===== config.mk =====
export PLATFORM = sky130hd
export DESIGN_NAME = gqmp_fifo
export DESIGN_NICKNAME = d
export VERILOG_FILES = /design/src/sv/gqmp_fifo.sv
export SDC_FILE = /design/constraint.sdc
export NUM_CORES = 1
export LEC_CHECK = 0
export BUFFER_PORTS_ARGS = -buffer_cell sky130_fd_sc_hd__buf_2
export CAP_MARGIN = 20
export CORE_MARGIN = 3
export CORE_UTILIZATION = 49
export DETAILED_ROUTE_END_ITERATION = 10
export PLACE_DENSITY = 0.79
export SYNTH_ARGS = -nofsm -noshare
export SYNTH_HDL_FRONTEND = slang
export SYNTH_SLANG_ARGS = --single-unit
export TNS_END_PERCENT = 5

===== constraint.sdc =====
create_clock -name clk -period 2 [get_ports clk]
set_input_delay 0.3 -clock clk [delete_from_list [all_inputs] [get_ports clk]]
set_output_delay 0.3 -clock clk [all_outputs]
set_load 0.05 [all_outputs]

===== src/sv/gqmp_fifo.sv =====
// gqmp_fifo: small register-based queue with count, used between the parts.
// Depends on nothing.
module gqmp_fifo #(
  parameter int W     = 8,
  parameter int DEPTH = 4
) (
  input  logic                         clk,
  input  logic                         rst_n,
  input  logic                         push,
  input  logic [W-1:0]                 wdata,
  input  logic                         pop,
  output logic [W-1:0]                 rdata,
  output logic                         empty,
  output logic                         full,
  output logic [$clog2(DEPTH+1)-1:0]   count
);

  localparam int PW = $clog2(DEPTH);
  localparam int CW = $clog2(DEPTH + 1);

  logic [W-1:0]  store_r [DEPTH];
  logic [PW-1:0] wptr_r, wptr_nxt;
  logic [PW-1:0] rptr_r, rptr_nxt;
  logic [CW-1:0] cnt_r, cnt_nxt;
  logic          do_push, do_pop;

  assign empty   = (cnt_r == '0);
  assign full    = (cnt_r == CW'(DEPTH));
  assign count   = cnt_r;
  assign rdata   = store_r[rptr_r];
  assign do_push = push && !full;
  assign do_pop  = pop && !empty;

  always_comb begin
    wptr_nxt = wptr_r;
    rptr_nxt = rptr_r;
    cnt_nxt  = cnt_r;
    if (do_push) begin
      wptr_nxt = (wptr_r == PW'(DEPTH - 1)) ? '0 : wptr_r + 1'b1;
    end
    if (do_pop) begin
      rptr_nxt = (rptr_r == PW'(DEPTH - 1)) ? '0 : rptr_r + 1'b1;
    end
    if (do_push && !do_pop) begin
      cnt_nxt = cnt_r + 1'b1;
    end else if (do_pop && !do_push) begin
      cnt_nxt = cnt_r - 1'b1;
    end
  end

  always_ff @(posedge clk) begin
    if (!rst_n) begin
      wptr_r <= '0;
      rptr_r <= '0;
      cnt_r  <= '0;
    end else begin
      wptr_r <= wptr_nxt;
      rptr_r <= rptr_nxt;
      cnt_r  <= cnt_nxt;
    end
  end

  always_ff @(posedge clk) begin
    if (do_push) begin
      store_r[wptr_r] <= wdata;
    end
  end

endmodule


==> results of run 1 <==
==> layout make-up <==
class	instances	area (um2)
Sequential cell	41	1152
Inverter	3	11.26
Tap cell	44	55.05
Multi-Input combinational cell	45	498.0
Clock buffer	6	41.29
Fill cell	252	1185
Timing Repair Buffer	28	150.1
Clock inverter	2	10.01
==> state kept, by name, summed over array words and instances, names as in the netlist, named ones only <==
register	count
store_r	32
count	3
rptr_r	2
wptr_r	2
==> power breakdown <==
group	internal (mW)	switching [mW]	total [mW]
Clock	0.134	0.241	0.375
Sequential	1.06	0.0995	1.16
Combinational	0.364	0.666	1.03
==> metal layers <==
metal  wire (um)  vias up  GRT usage (%)
met5           0        -              0
met4          42        0          5.660
met3         109        4          3.922
met2        1326       19          25.29
met1        1045      437          15.76
li1            -      411              -
==> final timing paths <==
path / from / depth (start not counted) / end / slack, ns
setup / recovery: count[2]$_SDFFE_PN0P_ / 8 / count[2]$_SDFFE_PN0P_ / 0.08
hold / removal: wdata[0] / 1 / store_r[3][0]$_DFFE_PP_ / 0.18
setup reg to reg: count[2]$_SDFFE_PN0P_ / 8 / count[2]$_SDFFE_PN0P_ / 0.08
hold reg to reg: wptr_r[1]$_SDFFE_PN0P_ / 2 / wptr_r[1]$_SDFFE_PN0P_ / 0.52
==> logic make-up after synthesis <==
group / count (synthesis) / share of synthesized area (%)
DFF: 41 / 69.99
and+or+nand+nor: 20 / 6.600
muxes: 11 / 12.89
buffers and inverters: 7 / 1.765
adders and majority gates: 7 / 5.833
AOI/OAI and AO/OA: 5 / 1.842
xor gates and xnor gates: 2 / 1.075
==> cells in the mapped netlist <==
cell and count:
o21ai_0 3, mux4_2 8, nand3_1 2, ha_1 6
buf_1 1, a21boi_0 1, nor2_1 2, nand2_1 6
nor3b_2 1, clkbuf_1 1, and2_1 5, inv_1 3
xor2_1 1, nor3_1 1, nor2b_1 2, o31ai_1 1
edfxtp_1 32, fa_1 1, mux2i_1 3, xnor2_1 1
dfxtp_1 9, buf_2 2, or3_1 1
==> worst reg2reg max path: cells and delay by family, from the launching register on <==
kind                     cells  cell delay, ns
AND/OR/NAND/NOR              3            0.64
adder cells (fa/ha/maj)      2            0.50
flip-flops                   1            0.38
XOR/XNOR                     1            0.16
AO/OA/AOI/OAI                1            0.12
buffers and inverters        1            0.04
==> metrics by stage <==
step / cells / instance area (um2)
2_1_floorplan: 93 / 1665
3_3_place_gp: 160 / 1843
3_5_place_dp: 160 / 1843
4_1_cts: 168 / 1902
5_1_grt: 169 / 1918
6_report: 169 / 1918
==> timing repair <==
action                                  CTS  global route
gates resized for setup                   2             1
setup buffers                             0             1
endpoints found under the setup margin    1             1
==> summary.txt, run 1 <==
CTS
  • CTS tree: done
  • Hold Buf Count CTS: 0
  • TritonCTS buffer count: 5
  • CTS sink cnt: slightly above 40
  • Clk Latency, worst-skew pair: about 0.33 ns
  • Worst-path clk slew: about 0.11 ns
  • Clock Path Buffers: 2
  • Root buf cell: clkbuf_4
  • H-tree levels: 2

Worst setup path
  • Critical path's top delay family: simple AND/OR/NAND/NOR gates
  • CP arrival: roughly 2.2 ns
  • Critical path launch point type: flip-flop
  • Crit-path cells: nor3b_4, nor2b_2, ha_4, inv_2, fa_2, xor2_1, or3_1, a21boi_1
  • Worst EP required: between 2 and 2.5 ns
  • CP max-delay cell: dfxtp_4
  • Max stage delay on crit path: 0.38 ns
  • Kind of critical path: reg -> reg
  • CP endpoint kind: flip-flop
  • Crit-path max FO: 6
  • Crit path buf inv count: 1

STA
  • Clk_skew: approximately 0.0074 ns
  • Setup total negative slack: 0 ns
  • Max transition margin: 70.44%
  • Min Hold Slack: 0.1758 ns
  • RSZ-0062 raised after global routing: yes
  • Fin crit share: about 96%
  • Endpoints failing hold: 0
  • Slew at the pin closest to its max-slew limit: 0.4435 ns
  • Max Clk Rate: ~520 MHz
  • Setup ws final: between 0.08 and 0.09 ns
  • Slew Viols, Final: 0
  • Tmin final: around 1.9 ns
  • Final setup fails: 0

Global route
  • Vias in the first global route: slightly above 900
  • First-pass GRT wire length: 4181 um
  • Gr ovfl total: 0
  • Initial antenna violation count: 0
  • Total track usage: approximately 14%
  • Largest net degree at the start of global routing: 13

Pwr
  • LEAKAGE: about 0.7 nW
  • VDD IR max: between 0.9 and 1 mV
  • PwrDens: roughly 1300 nW/um2
  • Final Total Pwr: approximately 2.6 mW

Placement
  • Routability cong.: around 0.70
  • Pre-CTS WS: -0.07024 ns
  • Port Buf Inserts: 24
  • HPWL after DPL: between 1500 and 2000 um

Synthesis
  • Post-synthesis net count: ~110
  • Post-Syn Instances: 93
  • Syn Std Cell Area: 1630 um2
  • Synthesis-stage register bit count: between 40 and 50
  • Ys Warns: 0
  • Ranking of synthesized cells by area: edfxtp_1 59%, dfxtp_1 11%, mux4_2 11%, ha_1 4.6%, and2_1 1.9%
  • Synth area leader: edfxtp_1
  • Top-area cell type share of the netlist area: 58.94%
  • Unique masters post-synth: 23
  • Avg Cell Area, Syn: between 15 and 20 um2
  • Register area share after synthesis: between 60 and 70%

Floorplan
  • DIE WIDTH: around 64 um
  • Initial Util: between 50 and 60%
  • Core Area: approximately 3100 um2
  • Site row count: 20
  • Boundary pin count: 25
  • Die ar.: 4055 um2
  • Die height: ~64 um

Worst hold path
  • HP Class: in -> reg

Route
  • Total vias in the final route: approximately 870
  • Drt wl/cell: 14.93 um
  • Starting DRT DRC Count: 26
  • First-pass iteration count of the detailed router: 4
  • Routed WL: ~2500 um
  • Remaining DRCs: 0
  • ANT nets after route: 0
  • Vias per Instance: ~5

Layout
  • Fin util: around three fifths
  • Fraction of layout cells with a size suffix above 1: 41.60%
  • Most frequent cells in the layout: 32 x edfxtp_1, 24 x buf_2, 8 x mux4_2, 6 x nand2_1, 6 x dfxtp_1
  • Ant. Diodes: 0
  • Area Overhead vs Synth: 17.65%
  • Commonest non-fill, non-tap cell in the layout: edfxtp_1
  • Final Net Count: about 140

Run status
  • Status: completed

Flow run
  • MaxCap Viol Count: 0
(Power assumes the default switching activity.)
==> run 2: changes to the inputs <==
CELL_PAD_IN_SITES_DETAIL_PLACEMENT = 1   (was unset)
CELL_PAD_IN_SITES_GLOBAL_PLACEMENT = 1   (was unset)
CORE_UTILIZATION = 42   (was 49)
GPL_TIMING_DRIVEN = 1   (was unset)
PLACE_DENSITY = 0.8   (was 0.79)
==> summary.txt, run 2 (same netlist as run 1, synthesis figures left out) <==
Run status
  • Status: completed (unchanged)

Route
  • Vias per Instance: 4.994 (was 5.154)
  • Total vias in the final route: 884 (was 871)
  • ANT nets after route: 0 (unchanged)
  • Starting DRT DRC Count: 24 (was 26)
  • Drt wl/cell: 16.07 um (was 14.93 um)
  • Remaining DRCs: 0 (unchanged)
  • Routed WL: 2844 um (was 2523 um)
  • First-pass iteration count of the detailed router: 3 (was 4)

Worst setup path
  • Worst EP required: 2.22 ns (was 2.27 ns)
  • Max stage delay on crit path: 0.36 ns (was 0.38 ns)
  • R2r startpoint: count[2]$_SDFFE_PN0P_ (unchanged)
  • Critical path launch point type: flip-flop (unchanged)
  • CP max-delay cell: dfxtp_4 (unchanged)
  • CP arrival: 2.16 ns (was 2.19 ns)
  • FF-to-FF path depth: 8 (unchanged)
  • CP endpoint kind: flip-flop (unchanged)
  • Crit-path cells: o31ai_2, buf_4, ha_4, inv_2, fa_2, xor2_1, or3_1, a21boi_1 (was nor3b_4, nor2b_2, ha_4, inv_2, fa_2, xor2_1, or3_1, a21boi_1)
  • Kind of critical path: reg -> reg (unchanged)
  • Crit-path max FO: 5 (was 6)
  • FF-to-FF setup slack: 0.05 ns (was 0.08 ns)
  • RR Endpoint: count[2]$_SDFFE_PN0P_ (unchanged)

Floorplan
  • Site row count: 22 (was 20)
  • Initial Util: 44.20% (was 52.54%)
  • Core Area: 3689 um2 (was 3103 um2)
  • Die height: 68.31 um (was 63.68 um)
  • DIE WIDTH: 68.31 um (was 63.68 um)
  • Boundary pin count: 25 (unchanged)
  • Die ar.: 4666 um2 (was 4055 um2)

Placement
  • Port Buf Inserts: 24 (unchanged)
  • Placed cell count: 164 (was 160)
  • Routability cong.: 0.7029 (was 0.7019)
  • HPWL after DPL: 2070 um (was 1784 um)

CTS
  • H-tree levels: 2 (unchanged)
  • Clock Path Buffers: 2 (unchanged)
  • Hold Buf Count CTS: 0 (unchanged)
  • Worst-path clk slew: 0.08 ns (was 0.11 ns)
  • TritonCTS buffer count: 5 (unchanged)
  • CTS sink cnt: 41 (unchanged)
  • Root buf cell: clkbuf_8 (was clkbuf_4)
  • CTS tree: done (unchanged)
  • Clk Latency, worst-skew pair: 0.29 ns (was 0.33 ns)

Pwr
  • Final Total Pwr: 2.871 mW (was 2.564 mW)
  • VDD IR max: 0.8771 mV (was 0.9744 mV)
  • LEAKAGE: 0.7477 nW (was 0.7014 nW)
  • PwrDens: 1428 nW/um2 (was 1337 nW/um2)

STA
  • RSZ-0062 raised after global routing: yes (unchanged)
  • Max Clk Rate: 514.0 MHz (was 520.8 MHz)
  • Setup total negative slack: 0 ns (unchanged)
  • Slew at the pin closest to its max-slew limit: 0.4520 ns (was 0.4435 ns)
  • Slew Viols, Final: 0 (unchanged)
  • Final setup fails: 0 (unchanged)
  • Min Hold Slack: 0.2219 ns (was 0.1758 ns)
  • Max transition margin: 69.87% (was 70.44%)
  • Clk_skew: 0.01080 ns (was 0.007424 ns)
  • Endpoints failing hold: 0 (unchanged)
  • Fin crit share: 97.27% (was 96.00%)
  • Tmin final: 1.945 ns (was 1.920 ns)

Layout
  • Final non-filler cell total: 177 (was 169)
  • Largest register by flop count: store_r (unchanged)
  • Area Overhead vs Synth: 23.33% (was 17.65%)
  • Ant. Diodes: 0 (unchanged)
  • Multi-input gate area: 494.2 um2 (was 498.0 um2)
  • Most frequent cells in the layout: 32 x edfxtp_1, 24 x buf_2, 8 x mux4_2, 7 x buf_4, 6 x nand2_1 (was 32 x edfxtp_1, 24 x buf_2, 8 x mux4_2, 6 x nand2_1, 6 x dfxtp_1)
  • Sequential cell area: 1154 um2 (was 1152 um2)
  • Max reg flops: 32 (unchanged)
  • Filler instances: 376 (was 252)
  • Final Net Count: 147 (was 143)
  • Fraction of layout cells with a size suffix above 1: 44.19% (was 41.60%)
  • Commonest non-fill, non-tap cell in the layout: edfxtp_1 (unchanged)

Flow run
  • MaxCap Viol Count: 0 (unchanged)

Worst hold path
  • Min-delay src: wdata[7] (was wdata[0])
  • Hold Path Stages: 1 (unchanged)
  • HP Class: in -> reg (unchanged)
  • Worst Hold End: store_r[3][7]$_DFFE_PP_ (was store_r[3][0]$_DFFE_PP_)

Global route
  • Largest net degree at the start of global routing: 14 (was 13)
  • Gr ovfl total: 0 (unchanged)
  • Total track usage: 14.24% (was 14.14%)
  • Initial antenna violation count: 0 (unchanged)
  • First-pass GRT wire length: 4512 um (was 4181 um)
  • Vias in the first global route: 926 (was 928)
-- run 2: cell types whose count changed in the layout (fill, tap and decap cells not counted), sizes merged --
cell / before / now
buf: 28 / 32
clkinv: 2 / 1
bufinv: 0 / 1
-- run 2: stage by stage --
stage	area, um2	util [%]	setup slack, ns
floorplan	1665	-	-0.1842
global placement	1848	50.10	0.08622
detailed placement	1848	50.10	-0.006241
CTS	1964	53.26	0.01013
global route	2011	54.51	-0.02511
finish	2011	54.51	0.05458
-- run 2: cell type report --
type                       count  share of cell area (%)
clock buffer                   6                   3.609
sequential                    41                   57.37
inverter                       3                  0.5600
timing repair buffer          32                   9.147
multi-input combinational     45                   24.58
clock inverter                 2                   1.742
tap                           48                   2.987
-- run 2: power breakdown --
part	internal [mW]	switching, mW	total (mW)
logic	0.400	0.678	1.08
clock network	0.370	0.263	0.633
registers	1.06	0.0979	1.16
total	1.83	1.04	2.87
-- run 2: worst max path at each step --
stage,startpoint,to,slack [ns],depth (start not counted)
final,count[2]$_SDFFE_PN0P_,count[2]$_SDFFE_PN0P_,0.05,8
after global placement,count[2]$_SDFFE_PN0P_,count[2]$_SDFFE_PN0P_,0.09,8
after CTS,count[1]$_SDFFE_PN0P_,count[2]$_SDFFE_PN0P_,0.01,8
after detailed placement,count[2]$_SDFFE_PN0P_,count[2]$_SDFFE_PN0P_,-0.006,8
after global routing,count[2]$_SDFFE_PN0P_,count[2]$_SDFFE_PN0P_,-0.03,8
after floorplan,count[2]$_SDFFE_PN0P_,count[2]$_SDFFE_PN0P_,-0.18,9
-- run 2: worst max-delay path: cells and delay by family (launching register included) --
| family | cells | cell delay, ns |
|---|---|---|
| xor+xnor | 1 | 0.16 |
| fa+ha+maj | 2 | 0.49 |
| compound gates | 2 | 0.34 |
| simple gates | 1 | 0.32 |
| buf+inv | 2 | 0.20 |
| flops | 1 | 0.36 |
-- run 2: layer usage --
| layer | vias to the layer above | global-route usage [%] | part of all wire [%] |
|---|---|---|---|
| li1 | 419 | - | - |
| met4 | 0 | 5.211 | 0.88 |
| met1 | 440 | 15.93 | 41 |
| met5 | - | 0 | 0 |
| met2 | 22 | 24.31 | 52 |
| met3 | 3 | 5.747 | 5.7 |
-- run 2: timing repair --
action                                 CTS  global route
resized for setup                        3             2
endpoints found under the hold margin    0             0
setup endpoints to repair                7             3
buffers inserted                         0             5
pin swaps                                0             1
