### config.mk
export PLATFORM = sky130hd
export DESIGN_NAME = gqmp_front
export DESIGN_NICKNAME = d
export VERILOG_FILES = /design/src/sv/gqmp_pkg.sv /design/src/sv/gqmp_front.sv
export SDC_FILE = /design/constraint.sdc
export NUM_CORES = 2
export LEC_CHECK = 0
export BUFFER_PORTS_ARGS = -buffer_cell sky130_fd_sc_hd__clkbuf_2
export CAP_MARGIN = 5
export CORE_ASPECT_RATIO = 0.7
export CORE_MARGIN = 3
export CORE_UTILIZATION = 55
export DETAILED_ROUTE_END_ITERATION = 10
export GPL_ROUTABILITY_DRIVEN = 0
export PLACE_DENSITY = 0.79
export SKIP_LAST_GASP = 1
export SYNTH_ARGS = -nofsm -noshare
export SYNTH_HDL_FRONTEND = slang
export SYNTH_SLANG_ARGS = --single-unit
### constraint.sdc
create_clock -name clk -period 14.9 [get_ports clk]
set_clock_uncertainty 0.2 [all_clocks]
set_input_delay 2.98 -clock clk [delete_from_list [all_inputs] [get_ports clk]]
set_output_delay 2.98 -clock clk [all_outputs]
set_load 0.005 [all_outputs]
### src/sv/gqmp_pkg.sv
// gqmp_pkg: shared types, constants and register indexes for the grayscale
// quantize / mean-pool unit. No dependencies.
package gqmp_pkg;

  // Default sizing handed to the top-level parameters
  localparam int DEF_MAX_ROWS = 4096;
  localparam int DEF_MAX_STEP = 16;

  // Column geometry is fixed by the output field width
  localparam int COL_LIMIT = 4096;
  localparam int COL_W     = 12;
  localparam int ROWO_W    = 12;

  localparam int CFG_IDX_W  = 3;
  localparam int CFG_DATA_W = 32;

  localparam logic [CFG_IDX_W-1:0] CFG_DISPLAY_MIN = 3'd0;
  localparam logic [CFG_IDX_W-1:0] CFG_QUANT_SCALE = 3'd1;
  localparam logic [CFG_IDX_W-1:0] CFG_POOL_STEP   = 3'd2;
  localparam logic [CFG_IDX_W-1:0] CFG_IMAGE_ROWS  = 3'd3;
  localparam logic [CFG_IDX_W-1:0] CFG_IMAGE_COLS  = 3'd4;

  localparam logic [31:0] QUANT_SCALE_RST = 32'd16646144;  // 254.0 in Q16.16

  localparam int          CODE_W       = 8;
  localparam logic [7:0]  CODE_MAX     = 8'd254;
  localparam logic [7:0]  CODE_INVALID = 8'd255;

  // Queue depths between the parts
  localparam int MID_DEPTH = 4;
  localparam int MID_CNT_W = $clog2(MID_DEPTH + 1);
  localparam int OUT_DEPTH = 2;

  typedef struct packed {
    logic signed [31:0] pixel_value;
    logic               pixel_finite;
  } in_item_t;

  typedef struct packed {
    logic [CODE_W-1:0] pooled_code;
    logic [ROWO_W-1:0] out_row;
    logic [COL_W-1:0]  out_col;
    logic              frame_last;
  } out_item_t;

  // Classified pixel handed from front to back (tile row bin travels beside it)
  typedef struct packed {
    logic [CODE_W-1:0] code;
    logic              seg_first;   // first row of its tile in this column
    logic              row_end;     // last row of its tile in this column
    logic              band_first;  // first column of its tile band
    logic              col_end;     // last column of its tile band
    logic              frame_last;
    logic [COL_W-1:0]  out_col;
  } op_t;

endpackage

### src/sv/gqmp_front.sv
// gqmp_front: configuration registers, pixel position tracking and the
// two-stage quantizer. Depends on gqmp_pkg; feeds the middle queue.
module gqmp_front #(
  parameter int MAX_ROWS = gqmp_pkg::DEF_MAX_ROWS,
  parameter int MAX_STEP = gqmp_pkg::DEF_MAX_STEP
) (
  input  logic                                   clk,
  input  logic                                   rst_n,
  input  logic                                   in_push,
  output logic                                   in_full,
  input  gqmp_pkg::in_item_t                     in_item,
  input  logic                                   cfg_wr_en,
  input  logic [gqmp_pkg::CFG_IDX_W-1:0]         cfg_index,
  input  logic [gqmp_pkg::CFG_DATA_W-1:0]        cfg_wdata,
  input  logic [gqmp_pkg::MID_CNT_W-1:0]         mid_count,
  output logic                                   mid_push,
  output logic [$clog2(MAX_ROWS)+$bits(gqmp_pkg::op_t)-1:0] mid_data
);

  import gqmp_pkg::*;

  localparam int ROW_W  = $clog2(MAX_ROWS);
  localparam int STEP_W = $clog2(MAX_STEP + 1);

  // Configuration
  logic signed [31:0] display_min_r;
  logic [31:0]        quant_scale_r;
  logic [4:0]         pool_step_r;
  logic [12:0]        image_rows_r;
  logic [12:0]        image_cols_r;
  logic               restart;

  // Position
  logic [ROW_W-1:0]   row_r, row_nxt, bin_r, bin_nxt;
  logic [STEP_W-1:0]  rib_r, rib_nxt, cib_r, cib_nxt;
  logic [COL_W-1:0]   col_r, col_nxt, cbin_r, cbin_nxt;
  logic [ROW_W-1:0]   rows_m1;
  logic [STEP_W-1:0]  step_m1;
  logic [COL_W-1:0]   cols_m1;
  logic               row_end, col_end, row_last, col_last, accept;

  // Pipeline
  logic               va_r, vb_r;
  logic [31:0]        d_a_r;
  logic               dpos_a_r, fin_a_r, dpos_b_r, fin_b_r;
  op_t                op_a_r, op_b_r, op_cls, op_out;
  logic [ROW_W-1:0]   bin_a_r, bin_b_r;
  logic [63:0]        prod_b_r;
  logic signed [32:0] diff;
  logic [CODE_W-1:0]  code;

  assign accept = in_push && !in_full;
  assign in_full = (int'(mid_count) + int'(va_r) + int'(vb_r)) >= MID_DEPTH;

  assign restart = cfg_wr_en && (cfg_index == CFG_POOL_STEP ||
                                 cfg_index == CFG_IMAGE_ROWS ||
                                 cfg_index == CFG_IMAGE_COLS);

  always_ff @(posedge clk) begin
    if (!rst_n) begin
      display_min_r <= '0;
      quant_scale_r <= QUANT_SCALE_RST;
      pool_step_r   <= 5'd1;
      image_rows_r  <= 13'd1;
      image_cols_r  <= 13'd1;
    end else if (cfg_wr_en) begin
      case (cfg_index)
        CFG_DISPLAY_MIN: display_min_r <= cfg_wdata;
        CFG_QUANT_SCALE: quant_scale_r <= cfg_wdata;
        CFG_POOL_STEP:   pool_step_r   <= cfg_wdata[4:0];
        CFG_IMAGE_ROWS:  image_rows_r  <= cfg_wdata[12:0];
        CFG_IMAGE_COLS:  image_cols_r  <= cfg_wdata[12:0];
        default: ;
      endcase
    end
  end

  // Effective geometry, minus one, with zero and oversize clamps
  always_comb begin
    if (pool_step_r == '0) begin
      step_m1 = '0;
    end else if (32'(pool_step_r) > 32'(MAX_STEP)) begin
      step_m1 = STEP_W'(MAX_STEP - 1);
    end else begin
      step_m1 = STEP_W'(pool_step_r - 5'd1);
    end
    if (image_rows_r == '0) begin
      rows_m1 = '0;
    end else if (32'(image_rows_r) > 32'(MAX_ROWS)) begin
      rows_m1 = ROW_W'(MAX_ROWS - 1);
    end else begin
      rows_m1 = ROW_W'(image_rows_r - 13'd1);
    end
    if (image_cols_r == '0) begin
      cols_m1 = '0;
    end else if (32'(image_cols_r) > 32'(COL_LIMIT)) begin
      cols_m1 = COL_W'(COL_LIMIT - 1);
    end else begin
      cols_m1 = COL_W'(image_cols_r - 13'd1);
    end
  end

  assign row_last = (row_r == rows_m1);
  assign col_last = (col_r == cols_m1);
  assign row_end  = (rib_r == step_m1) || row_last;
  assign col_end  = (cib_r == step_m1) || col_last;

  always_comb begin
    row_nxt  = row_r;
    rib_nxt  = rib_r;
    bin_nxt  = bin_r;
    col_nxt  = col_r;
    cib_nxt  = cib_r;
    cbin_nxt = cbin_r;
    if (row_last) begin
      row_nxt = '0;
      rib_nxt = '0;
      bin_nxt = '0;
      if (col_last) begin
        col_nxt  = '0;
        cib_nxt  = '0;
        cbin_nxt = '0;
      end else begin
        col_nxt = col_r + 1'b1;
        if (cib_r == step_m1) begin
          cib_nxt  = '0;
          cbin_nxt = cbin_r + 1'b1;
        end else begin
          cib_nxt = cib_r + 1'b1;
        end
      end
    end else begin
      row_nxt = row_r + 1'b1;
      if (rib_r == step_m1) begin
        rib_nxt = '0;
        bin_nxt = bin_r + 1'b1;
      end else begin
        rib_nxt = rib_r + 1'b1;
      end
    end
  end

  always_ff @(posedge clk) begin
    if (!rst_n || restart) begin
      row_r  <= '0;
      rib_r  <= '0;
      bin_r  <= '0;
      col_r  <= '0;
      cib_r  <= '0;
      cbin_r <= '0;
    end else if (accept) begin
      row_r  <= row_nxt;
      rib_r  <= rib_nxt;
      bin_r  <= bin_nxt;
      col_r  <= col_nxt;
      cib_r  <= cib_nxt;
      cbin_r <= cbin_nxt;
    end
  end

  always_comb begin
    op_cls            = '0;
    op_cls.seg_first  = (rib_r == '0);
    op_cls.row_end    = row_end;
    op_cls.band_first = (cib_r == '0);
    op_cls.col_end    = col_end;
    op_cls.frame_last = row_last && col_last;
    op_cls.out_col    = cbin_r;
  end

  // Stage A: offset from the window floor
  assign diff = $signed({in_item.pixel_value[31], in_item.pixel_value})
              - $signed({display_min_r[31], display_min_r});

  always_ff @(posedge clk) begin
    if (!rst_n) begin
      va_r <= 1'b0;
      vb_r <= 1'b0;
    end else begin
      va_r <= accept;
      vb_r <= va_r;
    end
  end

  always_ff @(posedge clk) begin
    if (accept) begin
      d_a_r    <= diff[31:0];
      dpos_a_r <= !diff[32] && (diff != '0);
      fin_a_r  <= in_item.pixel_finite;
      op_a_r   <= op_cls;
      bin_a_r  <= bin_r;
    end
    // Stage B: Q16.16 x Q16.16 product, Q32.32
    prod_b_r <= 64'(d_a_r) * 64'(quant_scale_r);
    dpos_b_r <= dpos_a_r;
    fin_b_r  <= fin_a_r;
    op_b_r   <= op_a_r;
    bin_b_r  <= bin_a_r;
  end

  // Non-finite pixels get the invalid code; otherwise clamp and round half up
  always_comb begin
    if (!fin_b_r) begin
      code = CODE_INVALID;
    end else if (!dpos_b_r) begin
      code = '0;
    end else if (prod_b_r[63:32] >= 32'(CODE_MAX)) begin
      code = CODE_MAX;
    end else begin
      code = prod_b_r[39:32] + CODE_W'(prod_b_r[31]);
    end
  end

  always_comb begin
    op_out      = op_b_r;
    op_out.code = code;
  end

  assign mid_push = vb_r;
  assign mid_data = {bin_b_r, op_out};

  a_row_in_range: assert property (@(posedge clk) disable iff (!rst_n)
    row_r <= rows_m1)
    else $error("row position beyond image height");

  a_bin_phase: assert property (@(posedge clk) disable iff (!rst_n)
    rib_r <= step_m1 && cib_r <= step_m1)
    else $error("tile phase beyond pool step");

  a_last_closes: assert property (@(posedge clk) disable iff (!rst_n)
    (va_r && op_a_r.frame_last) |-> (op_a_r.row_end && op_a_r.col_end))
    else $error("frame end without tile close");

endmodule

==> flow_summary.yaml <==
final_layout:
  post_layout_utilization_of_the_core_pct: 59.13
  final_layout_size_suffix_gt1_share_pct: 5.360
  stdcell_count: 6072
  layout.cells.most_common_list: "953 x sky130_fd_sc_hd__inv_1, 896 x sky130_fd_sc_hd__fa_1, 708 x sky130_fd_sc_hd__nand2_1, 618 x sky130_fd_sc_hd__and2_1, 306 x sky130_fd_sc_hd__ha_1"
  nets: 6254
  commonest_non_fill_non_tap_cell_in_the_layout: "sky130_fd_sc_hd__inv_1"
  post-route-cell-area_mm2: 0.04821
  syn2layout_area_growth_pct: 5.334
logic_synthesis:
  postSynthCellCount: 5021
  synth_edf_count: 63
  synth_warnings: 0
  yosysTopAreaCellShare_pct: 39.19
  yosysTopAreaCell: "sky130_fd_sc_hd__fa_1"
  synth_register_bits: 282
  synth.top_cells.by_area: "sky130_fd_sc_hd__fa_1 39%, sky130_fd_sc_hd__dfxtp_1 9.6%, sky130_fd_sc_hd__and2_1 8.4%"
  synth_seq_area_share_pct: 13.71
  syn_area_mm2: 0.04577
  ys_dominant_reg_cell: "sky130_fd_sc_hd__dfxtp_1"
  number_of_library_cell_types_mapped_by_synthesis: 87
  synth_async_sr_flop_share_pct: 0
  synth_area_per_cell_um2: 9.115
  syn_nets: 6298
floorplanning:
  core_area_mm2: 0.08153
  die-width_um: 350.8
  die_h_um: 247.4
  die_area_mm2: 0.08677
  initial_utilization_pct: 56.14
  placementRows: 87
  ioPinCount: 114
timing:
  setup_violations: 0
  setup-tns-final_ns: 0
  grt_setup_unrepaired: "no"
  period_needed_ns: 9.859
  slew-limit-headroom_pct: 12.64
  final.period_utilization_pct: 66.17
  clock.fmax_mhz: 101.4
  slew_violations: 0
  timing_hold_violations_final: 0
  timing_worst_slew_pin_value_ns: 1.310
setup_path:
  crit-reg2reg-capture: "prod_b_r[63]"
  regToRegStartpoint: "d_a_r[16]"
  worstSetupStartpointType: "register"
  worstSetupPathType: "register to register"
  worst-endpoint-arrival_ns: 10.19
  ff2ff_setup_slack_ns: 5.04
  critical_path_required_ns: 15.23
  setup.worst_path.end_class: "register"
  ff2ff_path_depth: 22
  critPathMaxFanout: 32
place:
  placedInstanceArea_mm2: 0.04722
  place_inst: 6014
  numPortBuffers: 113
  detailed_place_hpwl_um: 94090
power_and_ir_drop:
  p_total_uw: 9042
  power_leakage_uw: 0.02306
  worst_ir_drop_vdd_mv: 0.4557
  cell_area_power_density_mw_per_mm2: 187.6
global_routing:
  grt.total_usage_pct: 29.02
  residual_overflow_from_global_routing: 0
  grt_first_pass_wirelength_um: 197500
  grt_antenna_before_repair: 4
  grt_pass1_vias: 35419
  grt_start_max_net_pins: 100
route:
  routed-wl-met3_um: 15430
  via_cell_ratio: 5.677
  drt.antenna.violating_nets: 0
  wl_met2_um: 50080
  dr.max_layer_used: "met5"
  vias: 34470
  dr.first_iter.drc_count: 3541
  detail_route.wirelength.met1_um: 53910
  drcViolationCount: 0
  routed_wl_um: 122600
  detail_route.first_pass.iterations: 8
  routed_wire_length_per_instance_um: 20.20
min_path:
  hold_end: "bin_b_r[7]"
  hold_depth: 0
  holdCritStartpoint: "bin_a_r[7]"
  timing.hold.worst.class: "register to register"
clock_network:
  clockRootBuffer: "sky130_fd_sc_hd__clkbuf_16"
  clk_pin_slew_ns: 0.07
  number_of_buffers_on_the_longest_clock_path: 3
  cts_made_buffers: 29
  post_cts_resize_count: 0
  htreeDepth: 1
  clock_latency_ns: 0.61
  cts_sinks: 282
  cts_tree: "yes"
  hold_buffers: 0
  postCtsSetupRepairBufs: 0
status:
  status: "completed"
run:
  cap_violations: 0
==> metrics by stage <==
step	worst slack, ns	hold WS [ns]
2_1_floorplan	7.182	0.1233
3_3_place_gp	5.553	0.1266
3_5_place_dp	5.240	0.1269
4_1_cts	5.169	0.1386
5_1_grt	4.627	0.1467
6_report	5.041	0.1366
==> area by class of cell <==
| type | instances | area [um^2] |
|---|---|---|
| well taps | 1068 | 1336 |
| repair buffers | 183 | 1091 |
| flip-flops and latches | 282 | 6277 |
| fillers | 6810 | 33320 |
| diodes | 4 | 10.01 |
| clock inverters | 19 | 198.9 |
| multi-input cells | 3526 | 34930 |
| clock buffers | 35 | 778.2 |
| inverters | 955 | 3591 |
==> cells by family after synthesis <==
| family | count (synthesis) | synth area share [%] |
|---|---|---|
| AO/OA/AOI/OAI | 466 | 6.733 |
| flip-flops | 282 | 13.71 |
| multiplexers | 12 | 0.2679 |
| adder cells (fa/ha/maj) | 1204 | 47.60 |
| AND/OR/NAND/NOR | 1723 | 19.39 |
| XOR/XNOR | 121 | 2.315 |
| buffers and inverters | 1213 | 9.981 |
==> state kept, by name, summed over array words and instances, names as in the netlist, 13 cells and up <==
signal	cells
prod_b_r	33
d_a_r	32
display_min_r	32
quant_scale_r	32
mid_data	17
op_a_r	17
image_cols_r	13
image_rows_r	13
==> worst max path at each step <==
stage / cells past startpoint / endpoint / slack (ns) / startpoint
floorplan: 25 / prod_b_r[57] / 7.18 / d_a_r[17]
global placement: 22 / prod_b_r[63] / 5.55 / d_a_r[16]
detailed placement: 22 / prod_b_r[63] / 5.24 / d_a_r[16]
CTS: 22 / prod_b_r[63] / 5.17 / d_a_r[16]
global route: 22 / prod_b_r[55] / 4.63 / d_a_r[16]
finish: 22 / prod_b_r[63] / 5.04 / d_a_r[16]
==> worst max-delay path, cell delays in order, from the launching register on <==
cell and delay, ns:
sky130_fd_sc_hd__edfxtp_1 1.23, sky130_fd_sc_hd__and2_1 0.27, sky130_fd_sc_hd__fa_1 0.44, sky130_fd_sc_hd__fa_1 0.56, sky130_fd_sc_hd__inv_1 0.06, sky130_fd_sc_hd__fa_1 0.46
sky130_fd_sc_hd__fa_1 0.56, sky130_fd_sc_hd__inv_1 0.06, sky130_fd_sc_hd__fa_1 0.57, sky130_fd_sc_hd__fa_1 0.44, sky130_fd_sc_hd__fa_1 0.53, sky130_fd_sc_hd__fa_1 0.43
sky130_fd_sc_hd__ha_1 0.39, sky130_fd_sc_hd__nand4_1 0.21, sky130_fd_sc_hd__nor2_1 0.21, sky130_fd_sc_hd__nand3_1 0.12, sky130_fd_sc_hd__a2111oi_0 0.66, sky130_fd_sc_hd__o21ai_0 0.43
sky130_fd_sc_hd__a31oi_1 0.76, sky130_fd_sc_hd__a211oi_1 0.29, sky130_fd_sc_hd__nand4bb_1 0.39, sky130_fd_sc_hd__o31ai_1 0.34, sky130_fd_sc_hd__xnor2_1 0.16
==> Yosys cell counts (all sizes together), types with 4 or more instances <==
cell type	n
nor2	102
xor2	60
nand2b	7
clkbuf	248
or4	15
nand2	708
nor4b	7
edfxtp	63
o31a	4
o2111ai	4
and4	11
xnor2	61
fa	896
nand3b	6
a21o	48
a211oi	11
o21bai	14
or4b	4
nand3	57
a21boi	87
and3	30
o31ai	15
dfxtp	219
o22ai	5
nand4	39
nor2b	21
o311ai	4
o211ai	10
ha	306
o211a	5
buf	10
nor3b	7
mux2i	10
nor4	23
a21oi	120
o21a	20
nor3	41
a31oi	11
nand4b	6
inv	954
o21ai	74
or3	14
and2	619
==> metal layers <==
metal / vias to the layer above / GRT usage [%]
met1: 17176 / 44.58
li1: 15242 / -
met3: 192 / 7.488
met4: 2 / 7.081
met5: - / 0
met2: 1858 / 40.87
==> power breakdown <==
group	switching [uW]	internal (uW)
clock network	343	414
registers	33.5	929
logic	4400	2920
total	4780	4270
Note: power is estimated with default switching activity, not from simulation.
